File: src/sv/mdst_pkg.sv
`timescale 1ns / 1ps
// ----------------------------------------------------------------------------
// mdst_pkg: shared definitions for the step-pulse tone generator
// Request codes, fixed field widths and default sizes used across the block.
// ----------------------------------------------------------------------------
package mdst_pkg;

    localparam int OP_BITS     = 2;
    localparam int CH_BITS     = 3;
    localparam int PERIOD_IN_W = 14;
    localparam int MASK_BITS   = 8;
    localparam int MAX_BITS    = 8;
    // The step count can run one past the largest limit before it is cleared.
    localparam int STEP_BITS   = 9;

    localparam int IN_DATA_W   = 24;
    localparam int OUT_DATA_W  = 16;

    localparam int DEF_NUM_CHANNELS = 8;
    localparam int DEF_PERIOD_BITS  = 14;

    localparam logic [MAX_BITS-1:0] MAX_STEP_RESET = 8'd80;

    typedef logic [OP_BITS-1:0] t_op;

    localparam t_op OP_TICK = 2'd0;
    localparam t_op OP_PLAY = 2'd1;
    localparam t_op OP_STOP = 2'd2;

endpackage

File: src/sv/mdst_chan_mem.sv
`timescale 1ns / 1ps
// ----------------------------------------------------------------------------
// mdst_chan_mem: per-channel state memory
// One write port and one read port with registered read data. Entries that
// were never written since reset read back as the reset record.
// ----------------------------------------------------------------------------
module mdst_chan_mem #(
    parameter int                 DEPTH     = 8,
    parameter int                 IDX_W     = 3,
    parameter int                 WIDTH     = 38,
    parameter logic [WIDTH-1:0]   INIT_WORD = '0
) (
    input  logic             i_clk,
    input  logic             i_rst_n,
    input  logic             i_wr_en,
    input  logic [IDX_W-1:0] i_wr_addr,
    input  logic [WIDTH-1:0] i_wr_data,
    input  logic             i_rd_en,
    input  logic [IDX_W-1:0] i_rd_addr,
    output logic [WIDTH-1:0] o_rd_data
);

    logic [WIDTH-1:0] r_mem [DEPTH];
    logic [DEPTH-1:0] r_vld;
    logic [WIDTH-1:0] r_rd_word;
    logic             r_rd_vld;

    always_ff @(posedge i_clk) begin
        if (i_wr_en) begin
            r_mem[i_wr_addr] <= i_wr_data;
        end
        if (i_rd_en) begin
            r_rd_word <= r_mem[i_rd_addr];
        end
    end

    always_ff @(posedge i_clk) begin
        if (!i_rst_n) begin
            r_vld    <= '0;
            r_rd_vld <= 1'b0;
        end else begin
            if (i_wr_en) begin
                r_vld[i_wr_addr] <= 1'b1;
            end
            if (i_rd_en) begin
                r_rd_vld <= r_vld[i_rd_addr];
            end
        end
    end

    assign o_rd_data = r_rd_vld ? r_rd_word : INIT_WORD;

endmodule

File: src/sv/mdst_step_alu.sv
`timescale 1ns / 1ps
// ----------------------------------------------------------------------------
// mdst_step_alu: one channel's update for a tick
// Advances the tick counter, issues a step when it reaches the period and
// reverses the direction once the step count passes the limit.
// ----------------------------------------------------------------------------
module mdst_step_alu #(
    parameter int PERIOD_BITS = 14
) (
    input  logic                           i_active,
    input  logic [PERIOD_BITS-1:0]         i_period,
    input  logic [PERIOD_BITS-1:0]         i_tick,
    input  logic [mdst_pkg::STEP_BITS-1:0] i_steps,
    input  logic                           i_dir,
    input  logic [mdst_pkg::MAX_BITS-1:0]  i_max_step,
    output logic [PERIOD_BITS-1:0]         o_tick,
    output logic [mdst_pkg::STEP_BITS-1:0] o_steps,
    output logic                           o_dir,
    output logic                           o_step
);

    logic [PERIOD_BITS-1:0]         tick_inc;
    logic [mdst_pkg::STEP_BITS-1:0] steps_inc;

    assign tick_inc  = i_tick + PERIOD_BITS'(1);
    assign steps_inc = i_steps + mdst_pkg::STEP_BITS'(1);

    always_comb begin
        o_tick  = i_tick;
        o_steps = i_steps;
        o_dir   = i_dir;
        o_step  = 1'b0;
        if (i_active) begin
            o_tick = tick_inc;
            if (tick_inc >= i_period) begin
                o_step  = 1'b1;
                o_tick  = '0;
                o_steps = steps_inc;
                if (steps_inc > mdst_pkg::STEP_BITS'(i_max_step)) begin
                    o_dir   = ~i_dir;
                    o_steps = '0;
                end
            end
        end
    end

endmodule

File: src/sv/multi_drive_step_tone_generator_unit.sv
`timescale 1ns / 1ps
// ----------------------------------------------------------------------------
// multi_drive_step_tone_generator_unit: multi-channel step-pulse tone generator
//
// Requests enter on the s_axis channel: tdata carries op, channel and
// period_ticks. A play request loads a channel's period and starts it, a stop
// request halts it, and a tick request advances every channel by one tick of
// the time base. Each tick yields one result on m_axis with the step mask and
// the direction mask; play, stop and unused op codes yield none.
// Channel state is kept in a single-port-read, single-port-write memory. A
// play or stop passes through accept, read and write back in turn.
// A tick sweeps the channels one per cycle through the memory read and
// write-back, then loads the result into the output register, so the
// channel count sets the throughput.
// The result sits in an output register; the next request is taken while it
// waits. A further tick that finishes while the receiver still stalls holds
// its result until the register frees up.
// Reset stops all channels, clears counters, sets every direction forward
// and loads the step limit with 80. The user must write the limit register
// via i_cfg_we / i_cfg_wdata while no request is in progress (not enforced).
// ----------------------------------------------------------------------------
module multi_drive_step_tone_generator_unit #(
    parameter int NUM_CHANNELS = mdst_pkg::DEF_NUM_CHANNELS,
    parameter int PERIOD_BITS  = mdst_pkg::DEF_PERIOD_BITS
) (
    input  logic                            i_clk,
    input  logic                            i_rst_n,
    input  logic                            i_cfg_we,
    input  logic [mdst_pkg::MAX_BITS-1:0]   i_cfg_wdata,
    input  logic                            s_axis_tvalid,
    output logic                            s_axis_tready,
    // [1:0] op, [4:2] channel, [18:5] period_ticks, [23:19] zero
    input  logic [mdst_pkg::IN_DATA_W-1:0]  s_axis_tdata,
    output logic                            m_axis_tvalid,
    input  logic                            m_axis_tready,
    // [7:0] step_mask, [15:8] direction_mask
    output logic [mdst_pkg::OUT_DATA_W-1:0] m_axis_tdata
);

    localparam int IDX_W  = (NUM_CHANNELS > 1) ? $clog2(NUM_CHANNELS) : 1;
    localparam int CNT_W  = IDX_W + 1;
    localparam int SB     = mdst_pkg::STEP_BITS;
    localparam int MB     = mdst_pkg::MASK_BITS;
    localparam int REC_W  = 2 * PERIOD_BITS + SB + 2;
    // Record layout from the lowest bit: active, period, tick, steps, direction.
    localparam logic [REC_W-1:0] REC_INIT = {1'b1, {(REC_W-1){1'b0}}};

    typedef enum logic [4:0] {
        S_IDLE   = 5'b00001,
        S_CMD_RD = 5'b00010,
        S_CMD_WR = 5'b00100,
        S_TICK   = 5'b01000,
        S_OUT    = 5'b10000
    } t_state;

    t_state r_state, n_state;

    logic [mdst_pkg::MAX_BITS-1:0] r_max_step;

    mdst_pkg::t_op          in_op;
    logic [mdst_pkg::CH_BITS-1:0] in_ch;
    logic [PERIOD_BITS-1:0] in_period;
    logic                   in_fire;
    logic                   in_ch_ok;

    mdst_pkg::t_op          r_op, n_op;
    logic [IDX_W-1:0]       r_ch, n_ch;
    logic [PERIOD_BITS-1:0] r_period, n_period;

    logic [CNT_W-1:0]       r_cnt, n_cnt;
    logic                   r_pend, n_pend;
    logic [IDX_W-1:0]       r_pend_idx, n_pend_idx;
    logic [MB-1:0]          r_step_acc, n_step_acc;
    logic [MB-1:0]          r_dir_acc, n_dir_acc;

    logic                   r_out_valid, n_out_valid;
    logic [MB-1:0]          r_out_step, n_out_step;
    logic [MB-1:0]          r_out_dir, n_out_dir;

    logic                   mem_we;
    logic [IDX_W-1:0]       mem_waddr;
    logic [REC_W-1:0]       mem_wdata;
    logic                   mem_re;
    logic [IDX_W-1:0]       mem_raddr;
    logic [REC_W-1:0]       mem_rdata;

    logic                   rd_active;
    logic [PERIOD_BITS-1:0] rd_period;
    logic [PERIOD_BITS-1:0] rd_tick;
    logic [SB-1:0]          rd_steps;
    logic                   rd_dir;

    logic [PERIOD_BITS-1:0] alu_tick;
    logic [SB-1:0]          alu_steps;
    logic                   alu_dir;
    logic                   alu_step;

    assign in_op     = s_axis_tdata[1:0];
    assign in_ch     = s_axis_tdata[4:2];
    assign in_period = PERIOD_BITS'(s_axis_tdata[18:5]);
    assign in_ch_ok  = (32'(in_ch) < NUM_CHANNELS);

    assign s_axis_tready = (r_state == S_IDLE);
    assign in_fire       = s_axis_tvalid && s_axis_tready;

    assign rd_active = mem_rdata[0];
    assign rd_period = mem_rdata[PERIOD_BITS:1];
    assign rd_tick   = mem_rdata[2*PERIOD_BITS:PERIOD_BITS+1];
    assign rd_steps  = mem_rdata[2*PERIOD_BITS+SB:2*PERIOD_BITS+1];
    assign rd_dir    = mem_rdata[REC_W-1];

    mdst_chan_mem #(
        .DEPTH     (NUM_CHANNELS),
        .IDX_W     (IDX_W),
        .WIDTH     (REC_W),
        .INIT_WORD (REC_INIT)
    ) u_mem (
        .i_clk     (i_clk),
        .i_rst_n   (i_rst_n),
        .i_wr_en   (mem_we),
        .i_wr_addr (mem_waddr),
        .i_wr_data (mem_wdata),
        .i_rd_en   (mem_re),
        .i_rd_addr (mem_raddr),
        .o_rd_data (mem_rdata)
    );

    mdst_step_alu #(
        .PERIOD_BITS (PERIOD_BITS)
    ) u_alu (
        .i_active   (rd_active),
        .i_period   (rd_period),
        .i_tick     (rd_tick),
        .i_steps    (rd_steps),
        .i_dir      (rd_dir),
        .i_max_step (r_max_step),
        .o_tick     (alu_tick),
        .o_steps    (alu_steps),
        .o_dir      (alu_dir),
        .o_step     (alu_step)
    );

    always_comb begin
        n_state     = r_state;
        n_op        = r_op;
        n_ch        = r_ch;
        n_period    = r_period;
        n_cnt       = r_cnt;
        n_pend      = 1'b0;
        n_pend_idx  = r_pend_idx;
        n_step_acc  = r_step_acc;
        n_dir_acc   = r_dir_acc;
        n_out_valid = r_out_valid && !m_axis_tready;
        n_out_step  = r_out_step;
        n_out_dir   = r_out_dir;
        mem_we      = 1'b0;
        mem_waddr   = r_pend_idx;
        mem_wdata   = mem_rdata;
        mem_re      = 1'b0;
        mem_raddr   = r_ch;

        case (r_state)
            S_IDLE: begin
                if (in_fire) begin
                    n_op     = in_op;
                    n_ch     = IDX_W'(in_ch);
                    n_period = in_period;
                    if (in_op == mdst_pkg::OP_TICK) begin
                        n_cnt      = '0;
                        n_step_acc = '0;
                        n_dir_acc  = '0;
                        n_state    = S_TICK;
                    end else if ((in_op == mdst_pkg::OP_PLAY ||
                                  in_op == mdst_pkg::OP_STOP) && in_ch_ok) begin
                        n_state = S_CMD_RD;
                    end
                end
            end
            S_CMD_RD: begin
                mem_re    = 1'b1;
                mem_raddr = r_ch;
                n_state   = S_CMD_WR;
            end
            S_CMD_WR: begin
                // Play and stop keep the step count and direction level.
                mem_we    = 1'b1;
                mem_waddr = r_ch;
                if (r_op == mdst_pkg::OP_PLAY) begin
                    mem_wdata = {rd_dir, rd_steps, {PERIOD_BITS{1'b0}}, r_period, 1'b1};
                end else begin
                    mem_wdata = {rd_dir, rd_steps, rd_tick, rd_period, 1'b0};
                end
                n_state = S_IDLE;
            end
            S_TICK: begin
                // Reads run one channel ahead of the write-back, so the two
                // ports never touch the same entry in one cycle.
                if (32'(r_cnt) < NUM_CHANNELS) begin
                    mem_re     = 1'b1;
                    mem_raddr  = r_cnt[IDX_W-1:0];
                    n_cnt      = r_cnt + CNT_W'(1);
                    n_pend     = 1'b1;
                    n_pend_idx = r_cnt[IDX_W-1:0];
                end
                if (r_pend) begin
                    mem_we    = 1'b1;
                    mem_waddr = r_pend_idx;
                    mem_wdata = {alu_dir, alu_steps, alu_tick, rd_period, rd_active};
                    for (int b = 0; b < MB; b++) begin
                        if (32'(r_pend_idx) == b) begin
                            n_step_acc[b] = alu_step;
                            n_dir_acc[b]  = alu_dir;
                        end
                    end
                end
                if (!(32'(r_cnt) < NUM_CHANNELS) && !r_pend) begin
                    n_state = S_OUT;
                end
            end
            S_OUT: begin
                if (!r_out_valid || m_axis_tready) begin
                    n_out_valid = 1'b1;
                    n_out_step  = r_step_acc;
                    n_out_dir   = r_dir_acc;
                    n_state     = S_IDLE;
                end
            end
            default: begin
                n_state = S_IDLE;
            end
        endcase
    end

    always_ff @(posedge i_clk) begin
        if (!i_rst_n) begin
            r_state     <= S_IDLE;
            r_max_step  <= mdst_pkg::MAX_STEP_RESET;
            r_cnt       <= '0;
            r_pend      <= 1'b0;
            r_out_valid <= 1'b0;
        end else begin
            r_state     <= n_state;
            r_cnt       <= n_cnt;
            r_pend      <= n_pend;
            r_out_valid <= n_out_valid;
            if (i_cfg_we) begin
                r_max_step <= i_cfg_wdata;
            end
        end
    end

    always_ff @(posedge i_clk) begin
        r_op       <= n_op;
        r_ch       <= n_ch;
        r_period   <= n_period;
        r_pend_idx <= n_pend_idx;
        r_step_acc <= n_step_acc;
        r_dir_acc  <= n_dir_acc;
        r_out_step <= n_out_step;
        r_out_dir  <= n_out_dir;
    end

    assign m_axis_tvalid = r_out_valid;
    assign m_axis_tdata  = {r_out_dir, r_out_step};

`ifndef SYNTH
    a_no_port_clash: assert property (@(posedge i_clk) disable iff (!i_rst_n)
        (mem_we && mem_re) |-> (mem_waddr != mem_raddr))
        else $error("memory read and write hit the same channel");

    a_sweep_bound: assert property (@(posedge i_clk) disable iff (!i_rst_n)
        (r_state == S_TICK) |-> (32'(r_cnt) <= NUM_CHANNELS))
        else $error("tick sweep ran past the last channel");

    a_result_source: assert property (@(posedge i_clk) disable iff (!i_rst_n)
        $rose(m_axis_tvalid) |-> $past(r_state == S_OUT))
        else $error("result raised outside the result stage");

    a_cmd_single_write: assert property (@(posedge i_clk) disable iff (!i_rst_n)
        (r_state == S_CMD_WR) |=> (r_state == S_IDLE && !mem_we))
        else $error("command write-back did not return to idle");
`endif

endmodule

File: config.mk
export PLATFORM = sky130hd
export DESIGN_NAME = multi_drive_step_tone_generator_unit
export DESIGN_NICKNAME = d
export VERILOG_FILES = /design/src/sv/mdst_pkg.sv /design/src/sv/mdst_chan_mem.sv /design/src/sv/mdst_step_alu.sv /design/src/sv/multi_drive_step_tone_generator_unit.sv
export SDC_FILE = /design/constraint.sdc
export NUM_CORES = 1
export LEC_CHECK = 0
export BUFFER_PORTS_ARGS = -buffer_cell sky130_fd_sc_hd__buf_2
export CAP_MARGIN = 5
export CORE_MARGIN = 10
export CORE_UTILIZATION = 30
export DETAILED_ROUTE_END_ITERATION = 16
export SYNTH_ARGS = -nofsm -noshare
export SYNTH_HDL_FRONTEND = slang
export SYNTH_SLANG_ARGS = --single-unit
File: constraint.sdc
create_clock -name i_clk -period 6.51 [get_ports i_clk]
set_clock_uncertainty 0.1 [all_clocks]
set_input_delay 0.651 -clock i_clk [delete_from_list [all_inputs] [get_ports i_clk]]
set_output_delay 0.651 -clock i_clk [all_outputs]
set_load 0.005 [all_outputs]
==> results.ini, run 1 <==
[synth]
synth-seq-area-share_pct = 70.23
syn_avg_cell_area_um2 = 12.89
synth_commonest_cells = 405 x edfxtp_1, 314 x nand2_1, 101 x nand3_1, 72 x clkbuf_1, 55 x nor2_1
synth_area_leader_cell = edfxtp_1
synth_area_leaders = edfxtp_1 67%, nand2_1 6.5%, dfxtp_1 3.1%
syn_inst = 1405
synth_edf_count = 405
synth_nets = 1466
synth_top_area_share_pct = 67.13
yosysWarnings = 0
synth_seq_cells = 433
synthesis.area_um2 = 18120
ys_async_sr_fraction_pct = 0
synth_cell_type_count = 60
synth_flop_cell = edfxtp_1
yosysMostFrequentCell = edfxtp_1

[critical_path]
cp_max_fo = 17
cp.arrival_ns = 4.99
cp_cell_sequence = buf_4, nand2_1, nor4_1, and3_1, xor2_1, and2_1, ha_1, a21o_1, a31oi_1, o2111ai_1, a21oi_1, a22oi_1, o21ai_0
slowest_delay_ns = 0.68
crit_type = reg2reg
cp-start-kind = flip-flop
critPathCaptureType = flip-flop
worstPathRequired_ns = 6.66
cp_slowest_cell = a21oi_1

[sta]
rsz0062_at_grt = false
hold_violations = 0
slew_violations = 0
worst-slew-pin-transition_ns = 1.271
min_period_ns = 4.839
setup_violations = 0
setup_slack_ns = 1.671
slew_headroom_pct = 15.09
whs_ns = 0.1825
finalCritPeriodShare_pct = 74.33
fmax_ghz = 0.2067
finalSetupTns_ns = 0

[grt]
grt_use_met2_pct = 20.16
grt_use_total_pct = 11.86
met3_usage_pct = 1.790
grt_antenna_before_repair = 0
grt_pass1_wl_um = 66310
met1_usage_pct = 15.35
gr-total-overflow = 0
grt_pass1_vias = 11170
gr-max-usage-layer = met2
grt_max_degree = 67

[flow_run]
cap_violations = 0

[pwr]
vdd_drop_max_uv = 159.1
power_mw = 7.055
leakagePower_nw = 6.861
power_density_nw_per_um2 = 340.0

[cts]
clk_latency_ns = 0.55
hold_buffers = 0
cts.sinks = 433
ctsLongestPathBuffers = 3
cts_tree = built
cts-resized-gates = 0
htreeDepth = 2
clkTransAtPathRegs_ns = 0.06
numCtsBuffers = 43
clockRootBuffer = clkbuf_16
postCtsSetupBuffers = 0

[placement]
place_hpwl_um = 23950
place_area_um2 = 19270
pre_cts_ws_ns = 1.690
dp_cells = 2173
gp_congestion = 0.8114
io_buffers = 49

[finish]
antenna_cells = 0
postLayoutCoreUtil_pct = 34.57
synthToLayoutAreaGrowth_pct = 14.55
stdcell_count = 2250
fin_nets = 1497
postLayoutCellArea_um2 = 20750
layout-drive-gt1-share_pct = 13.08

[die]
ioPinCount = 55
dieWidth_um = 265.7
fp.dieH_um = 265.7
coreArea_um2 = 60020
std_cell_rows = 90
start_util_pct = 30.18
die_area_um2 = 70620

[routing]
num_vias = 11370
via_per_inst = 5.052
routed_wirelength_um = 42810
drc = 0
drt_first_pass_iters = 5
drtIter0Drc = 921
post_drt_wl_per_cell_um = 19.03
drtAntennaViolNets = 0

[run_status]
status = completed

[worst_hold_path]
hold_path.class = in2reg

==> routing by layer <==
layer | wire length (um) | share of wire (%) | vias up
met2 | 20700 | 48 | 325
met3 | 2352 | 5.5 | 71
li1 | - | - | 5331
met4 | 1014 | 2.4 | 0
met5 | 0 | 0 | -
met1 | 18740 | 44 | 5641
==> critical path: cells and delay by family (launching register included) <==
family          cells  cell delay, ns
buf+inv             1            0.22
flops               1            0.31
simple gates        4            1.36
compound gates      6            2.16
fa+ha+maj           1            0.31
xor+xnor            1            0.09
==> cell families (layout without fill, tap and decap cells) <==
logic type | Yosys count | in the layout | share of synthesized area, %
AOI/OAI and AO/OA | 226 | 226 | 9.393
xor gates and xnor gates | 21 | 21 | 1.015
adders and majority gates | 24 | 24 | 1.658
buffers and inverters | 106 | 169 | 2.327
DFF | 433 | 433 | 70.23
muxes | 15 | 15 | 0.9876
and+or+nand+nor | 580 | 580 | 14.39
==> area by class of cell <==
type                            instances  area, um^2
Multi-Input combinational cell        866        5064
Sequential cell                       433       12720
Fill cell                            5730       39270
Clock buffer                           48        1137
Clock inverter                         29       345.3
Tap cell                              782       978.4
Timing Repair Buffer                   75       440.4
Inverter                               17       63.81
==> report_power, final <==
part           switching [mW]  internal (mW)
Sequential             0.0871           3.21
Clock                    1.03           1.57
Combinational           0.751          0.403
==> sequential cells by signal (all words and copies together), names as in the netlist <==
register	flops
u_mem.r_mem	312
u_mem.r_rd_word	39
r_period	14
r_dir_acc	8
r_max_step	8
r_out_dir	8
r_out_step	8
r_step_acc	8
u_mem.r_vld	8
r_state	5
r_cnt	4
r_ch	3
r_pend_idx	3
r_op	2
m_axis_tvalid	1
r_pend	1
u_mem.r_rd_vld	1
==> cell usage in the layout (no fill, tap or decap), types with 17 or more instances in the layout <==
| cell type | n |
|---|---|
| a31o_2 | 25 |
| o21ai_0 | 27 |
| ha_1 | 24 |
| a21oi_1 | 24 |
| a211oi_1 | 41 |
| buf_4 | 26 |
| edfxtp_1 | 405 |
| dfxtp_1 | 28 |
| nand2_1 | 314 |
| buf_2 | 49 |
| a31o_1 | 17 |
| nand3_1 | 100 |
| and3_1 | 49 |
| a311oi_1 | 40 |
| clkbuf_16 | 45 |
| nor2_1 | 47 |
==> path summary, 6_finish.rpt <==
path	start	endpoint	slack (ns)	cells past startpoint
min reg2reg	r_step_acc[7]	r_out_step[7]	0.32	0
max reg2reg	u_mem.r_rd_vld	u_mem.r_mem[2][20]	1.67	13
max	u_mem.r_rd_vld	u_mem.r_mem[2][20]	1.67	13
min	s_axis_tdata[15]	r_period[10]	0.18	1
Power figures use the tool's default switching activity.
==> run 2: changes to the inputs <==
==> constraint.sdc (replaced) <==
create_clock -name i_clk -period 4.9 [get_ports i_clk]
set_clock_uncertainty 0.1 [all_clocks]
set_input_delay 0.49 -clock i_clk [delete_from_list [all_inputs] [get_ports i_clk]]
set_output_delay 0.49 -clock i_clk [all_outputs]
set_load 0.005 [all_outputs]
==> results.ini, run 2 (synthesis results as in run 1) <==
[grt]
met3_usage_pct = 1.790  ; unchanged
met1_usage_pct = 15.16  ; was 15.35%
grt_use_met2_pct = 20.40  ; was 20.16%
gr-max-usage-layer = met2  ; unchanged
grt_antenna_before_repair = 1  ; was 0
grt_use_total_pct = 11.93  ; was 11.86%
grt_pass1_wl_um = 66450  ; was 66310 um
gr-total-overflow = 0  ; unchanged
grt_pass1_vias = 11310  ; was 11170
grt_max_degree = 73  ; was 67

[die]
std_cell_rows = 90  ; unchanged
die_area_um2 = 70620  ; unchanged
start_util_pct = 30.18  ; unchanged
fp.dieH_um = 265.7  ; unchanged
dieWidth_um = 265.7  ; unchanged
ioPinCount = 55  ; unchanged
coreArea_um2 = 60020  ; unchanged

[critical_path]
cp_max_fo = 9  ; was 17
worst_r2r_path_depth = 14  ; was 13
crit_type = reg2reg  ; unchanged
crit_start = u_mem.r_rd_vld  ; unchanged
r2r-start = u_mem.r_rd_vld  ; unchanged
cp.arrival_ns = 4.62  ; was 4.99 ns
critPathCaptureType = flip-flop  ; unchanged
cp-endpoint = u_mem.r_mem[2][32]  ; was u_mem.r_mem[2][20]
cp-start-kind = flip-flop  ; unchanged
r2r-end = u_mem.r_mem[2][32]  ; was u_mem.r_mem[2][20]
rrSetupSlack_ns = 0.40  ; was 1.67 ns
worstPathRequired_ns = 5.02  ; was 6.66 ns

[finish]
final_cell_mix = 405 x edfxtp_1, 314 x nand2_1, 100 x nand3_1  ; unchanged
largest_reg_flops = 312  ; unchanged
stdcell_count = 2266  ; was 2250
layout_commonest_cell = edfxtp_1  ; unchanged
synthToLayoutAreaGrowth_pct = 15.46  ; was 14.55%
layout-drive-gt1-share_pct = 13.28  ; was 13.08%
fin_nets = 1512  ; was 1497
reg_top3 = u_mem.r_mem x312, u_mem.r_rd_word x39, r_period x14  ; unchanged
largest_register = u_mem.r_mem  ; unchanged

[routing]
via_per_inst = 5.055  ; was 5.052
drt_first_pass_iters = 7  ; was 5
drtAntennaViolNets = 0  ; unchanged
drtIter0Drc = 849  ; was 921
num_vias = 11450  ; was 11370
drc = 0  ; unchanged
routed_wirelength_um = 42940  ; was 42810 um
post_drt_wl_per_cell_um = 18.95  ; was 19.03 um

[sta]
fmax_ghz = 0.2223  ; was 0.2067 GHz
hold_violations = 0  ; unchanged
finalSetupTns_ns = 0  ; unchanged
slew_headroom_pct = 37.46  ; was 15.09%
worst-slew-pin-transition_ns = 0.9283  ; was 1.271 ns
finalCritPeriodShare_pct = 91.82  ; was 74.33%
slew_violations = 0  ; unchanged
min_period_ns = 4.499  ; was 4.839 ns
rsz0062_at_grt = false  ; unchanged
setup_violations = 0  ; unchanged
whs_ns = 0.02547  ; was 0.1825 ns

[placement]
dp_cells = 2185  ; was 2173
io_buffers = 49  ; unchanged
place_hpwl_um = 24680  ; was 23950 um
gp_congestion = 0.8273  ; was 0.8114

[cts]
numCtsBuffers = 43  ; unchanged
postCtsSetupBuffers = 0  ; unchanged
clockRootBuffer = clkbuf_16  ; unchanged
clkTransAtPathRegs_ns = 0.06  ; about the same
ctsLongestPathBuffers = 3  ; unchanged
cts_tree = built  ; unchanged
clk_latency_ns = 0.54  ; was 0.55 ns
htreeDepth = 2  ; unchanged
cts.sinks = 433  ; unchanged

[run_status]
status = completed  ; unchanged

[pwr]
switching_share_pct = 26.14  ; was 26.52%
vdd_drop_max_uv = 268.2  ; was 159.1 uV
leakagePower_nw = 6.933  ; was 6.861 nW
internal-power_mw = 6.863  ; was 5.184 mW
p_comb_share_pct = 17.0  ; was 16.4%
power_density_nw_per_um2 = 444.3  ; was 340.0 nW/um^2
clockPowerShare_pct = 36.0  ; was 36.9%
pwr-share-seq_pct = 47.1  ; was 46.7%
p_switching_mw = 2.429  ; was 1.871 mW

[worst_hold_path]
hold_path.class = in2reg  ; unchanged

[flow_run]
cap_violations = 0  ; unchanged

## run 2: changes by cell type in the layout (fill, tap and decap cells not counted)
cell,before,now
clkinv_1,8,6
clkinv_2,11,4
clkbuf_8,0,2
bufinv_16,8,6
clkbuf_1,3,14
nor4_2,0,1
buf_12,0,7
diode_2,0,1
dlygate4sd3_1,0,2
nor4_1,3,2
clkinvlp_4,2,0
buf_4,26,32
## run 2: power groups by stage
| stage | Clock [mW] | Combinational (mW) | Sequential [mW] |
|---|---|---|---|
| finish | 3.34 | 1.58 | 4.38 |
| global route | 3.57 | 1.75 | 4.39 |
| CTS | 3.42 | 1.59 | 4.37 |
| detailed placement | 0 | 1.59 | 4.45 |
| global placement | 0 | 1.55 | 4.45 |
| floorplan | 0 | 1.16 | 4.39 |
## run 2: routing by layer
| layer | vias to the layer above | share of wire (%) |
|---|---|---|
| li1 | 5370 | - |
| met1 | 5710 | 44 |
| met2 | 307 | 48 |
| met3 | 67 | 5.2 |
| met4 | 0 | 2.7 |
| met5 | - | 0 |
## run 2: worst min path at each step
| stage | start | to | slack [ns] | depth (start not counted) |
|---|---|---|---|---|
| after CTS | s_axis_tdata[10] | r_period[5] | 0.0004 | 1 |
| after global routing | s_axis_tdata[10] | r_period[5] | 0.003 | 1 |
| after global placement | r_step_acc[6] | r_out_step[6] | 0.30 | 0 |
| after detailed placement | r_dir_acc[7] | r_out_dir[7] | 0.30 | 0 |
| final | s_axis_tdata[3] | r_ch[1] | 0.03 | 1 |
| after floorplan | r_dir_acc[0] | r_out_dir[0] | 0.30 | 0 |
## run 2: critical path: stages (launching register included)
cell	delay, ns
dfxtp_1	0.56
nand3_1	0.21
nor4_1	0.33
buf_4	0.18
and3_1	0.26
nand2_1	0.12
xor2_1	0.16
nor2_1	0.06
ha_1	0.30
and3_1	0.15
o21ai_0	0.10
and2_1	0.24
nor3_1	0.44
nand2_1	0.23
o32ai_1	0.73
## run 2: metrics by stage
step | util [%] | power [mW] | area [um^2] | worst slack (ns)
6_report | 34.85 | 9.292 | 20920 | 0.4007
5_1_grt | 34.84 | 9.713 | 20910 | 0.06791
4_1_cts | 34.82 | 9.391 | 20900 | 0.3263
3_5_place_dp | 32.40 | 6.034 | 19450 | 0.3613
3_3_place_gp | 32.40 | 5.996 | 19450 | 0.4047
2_1_floorplan | - | 5.549 | 18120 | 0.8070
## run 2: layout make-up
cell class | instances | area [um^2]
Antenna cell | 1 | 2.502
Clock buffer | 61 | 1206
Clock inverter | 16 | 227.7
Fill cell | 5740 | 39100
Inverter | 17 | 63.81
Multi-Input combinational cell | 866 | 5070
Sequential cell | 433 | 12720
Tap cell | 782 | 978.4
Timing Repair Buffer | 90 | 645.6
## run 2: timing repair
action                    CTS  global route
hold endpoints to repair    2             0
gates resized for setup     0             0
hold buffers                2             0
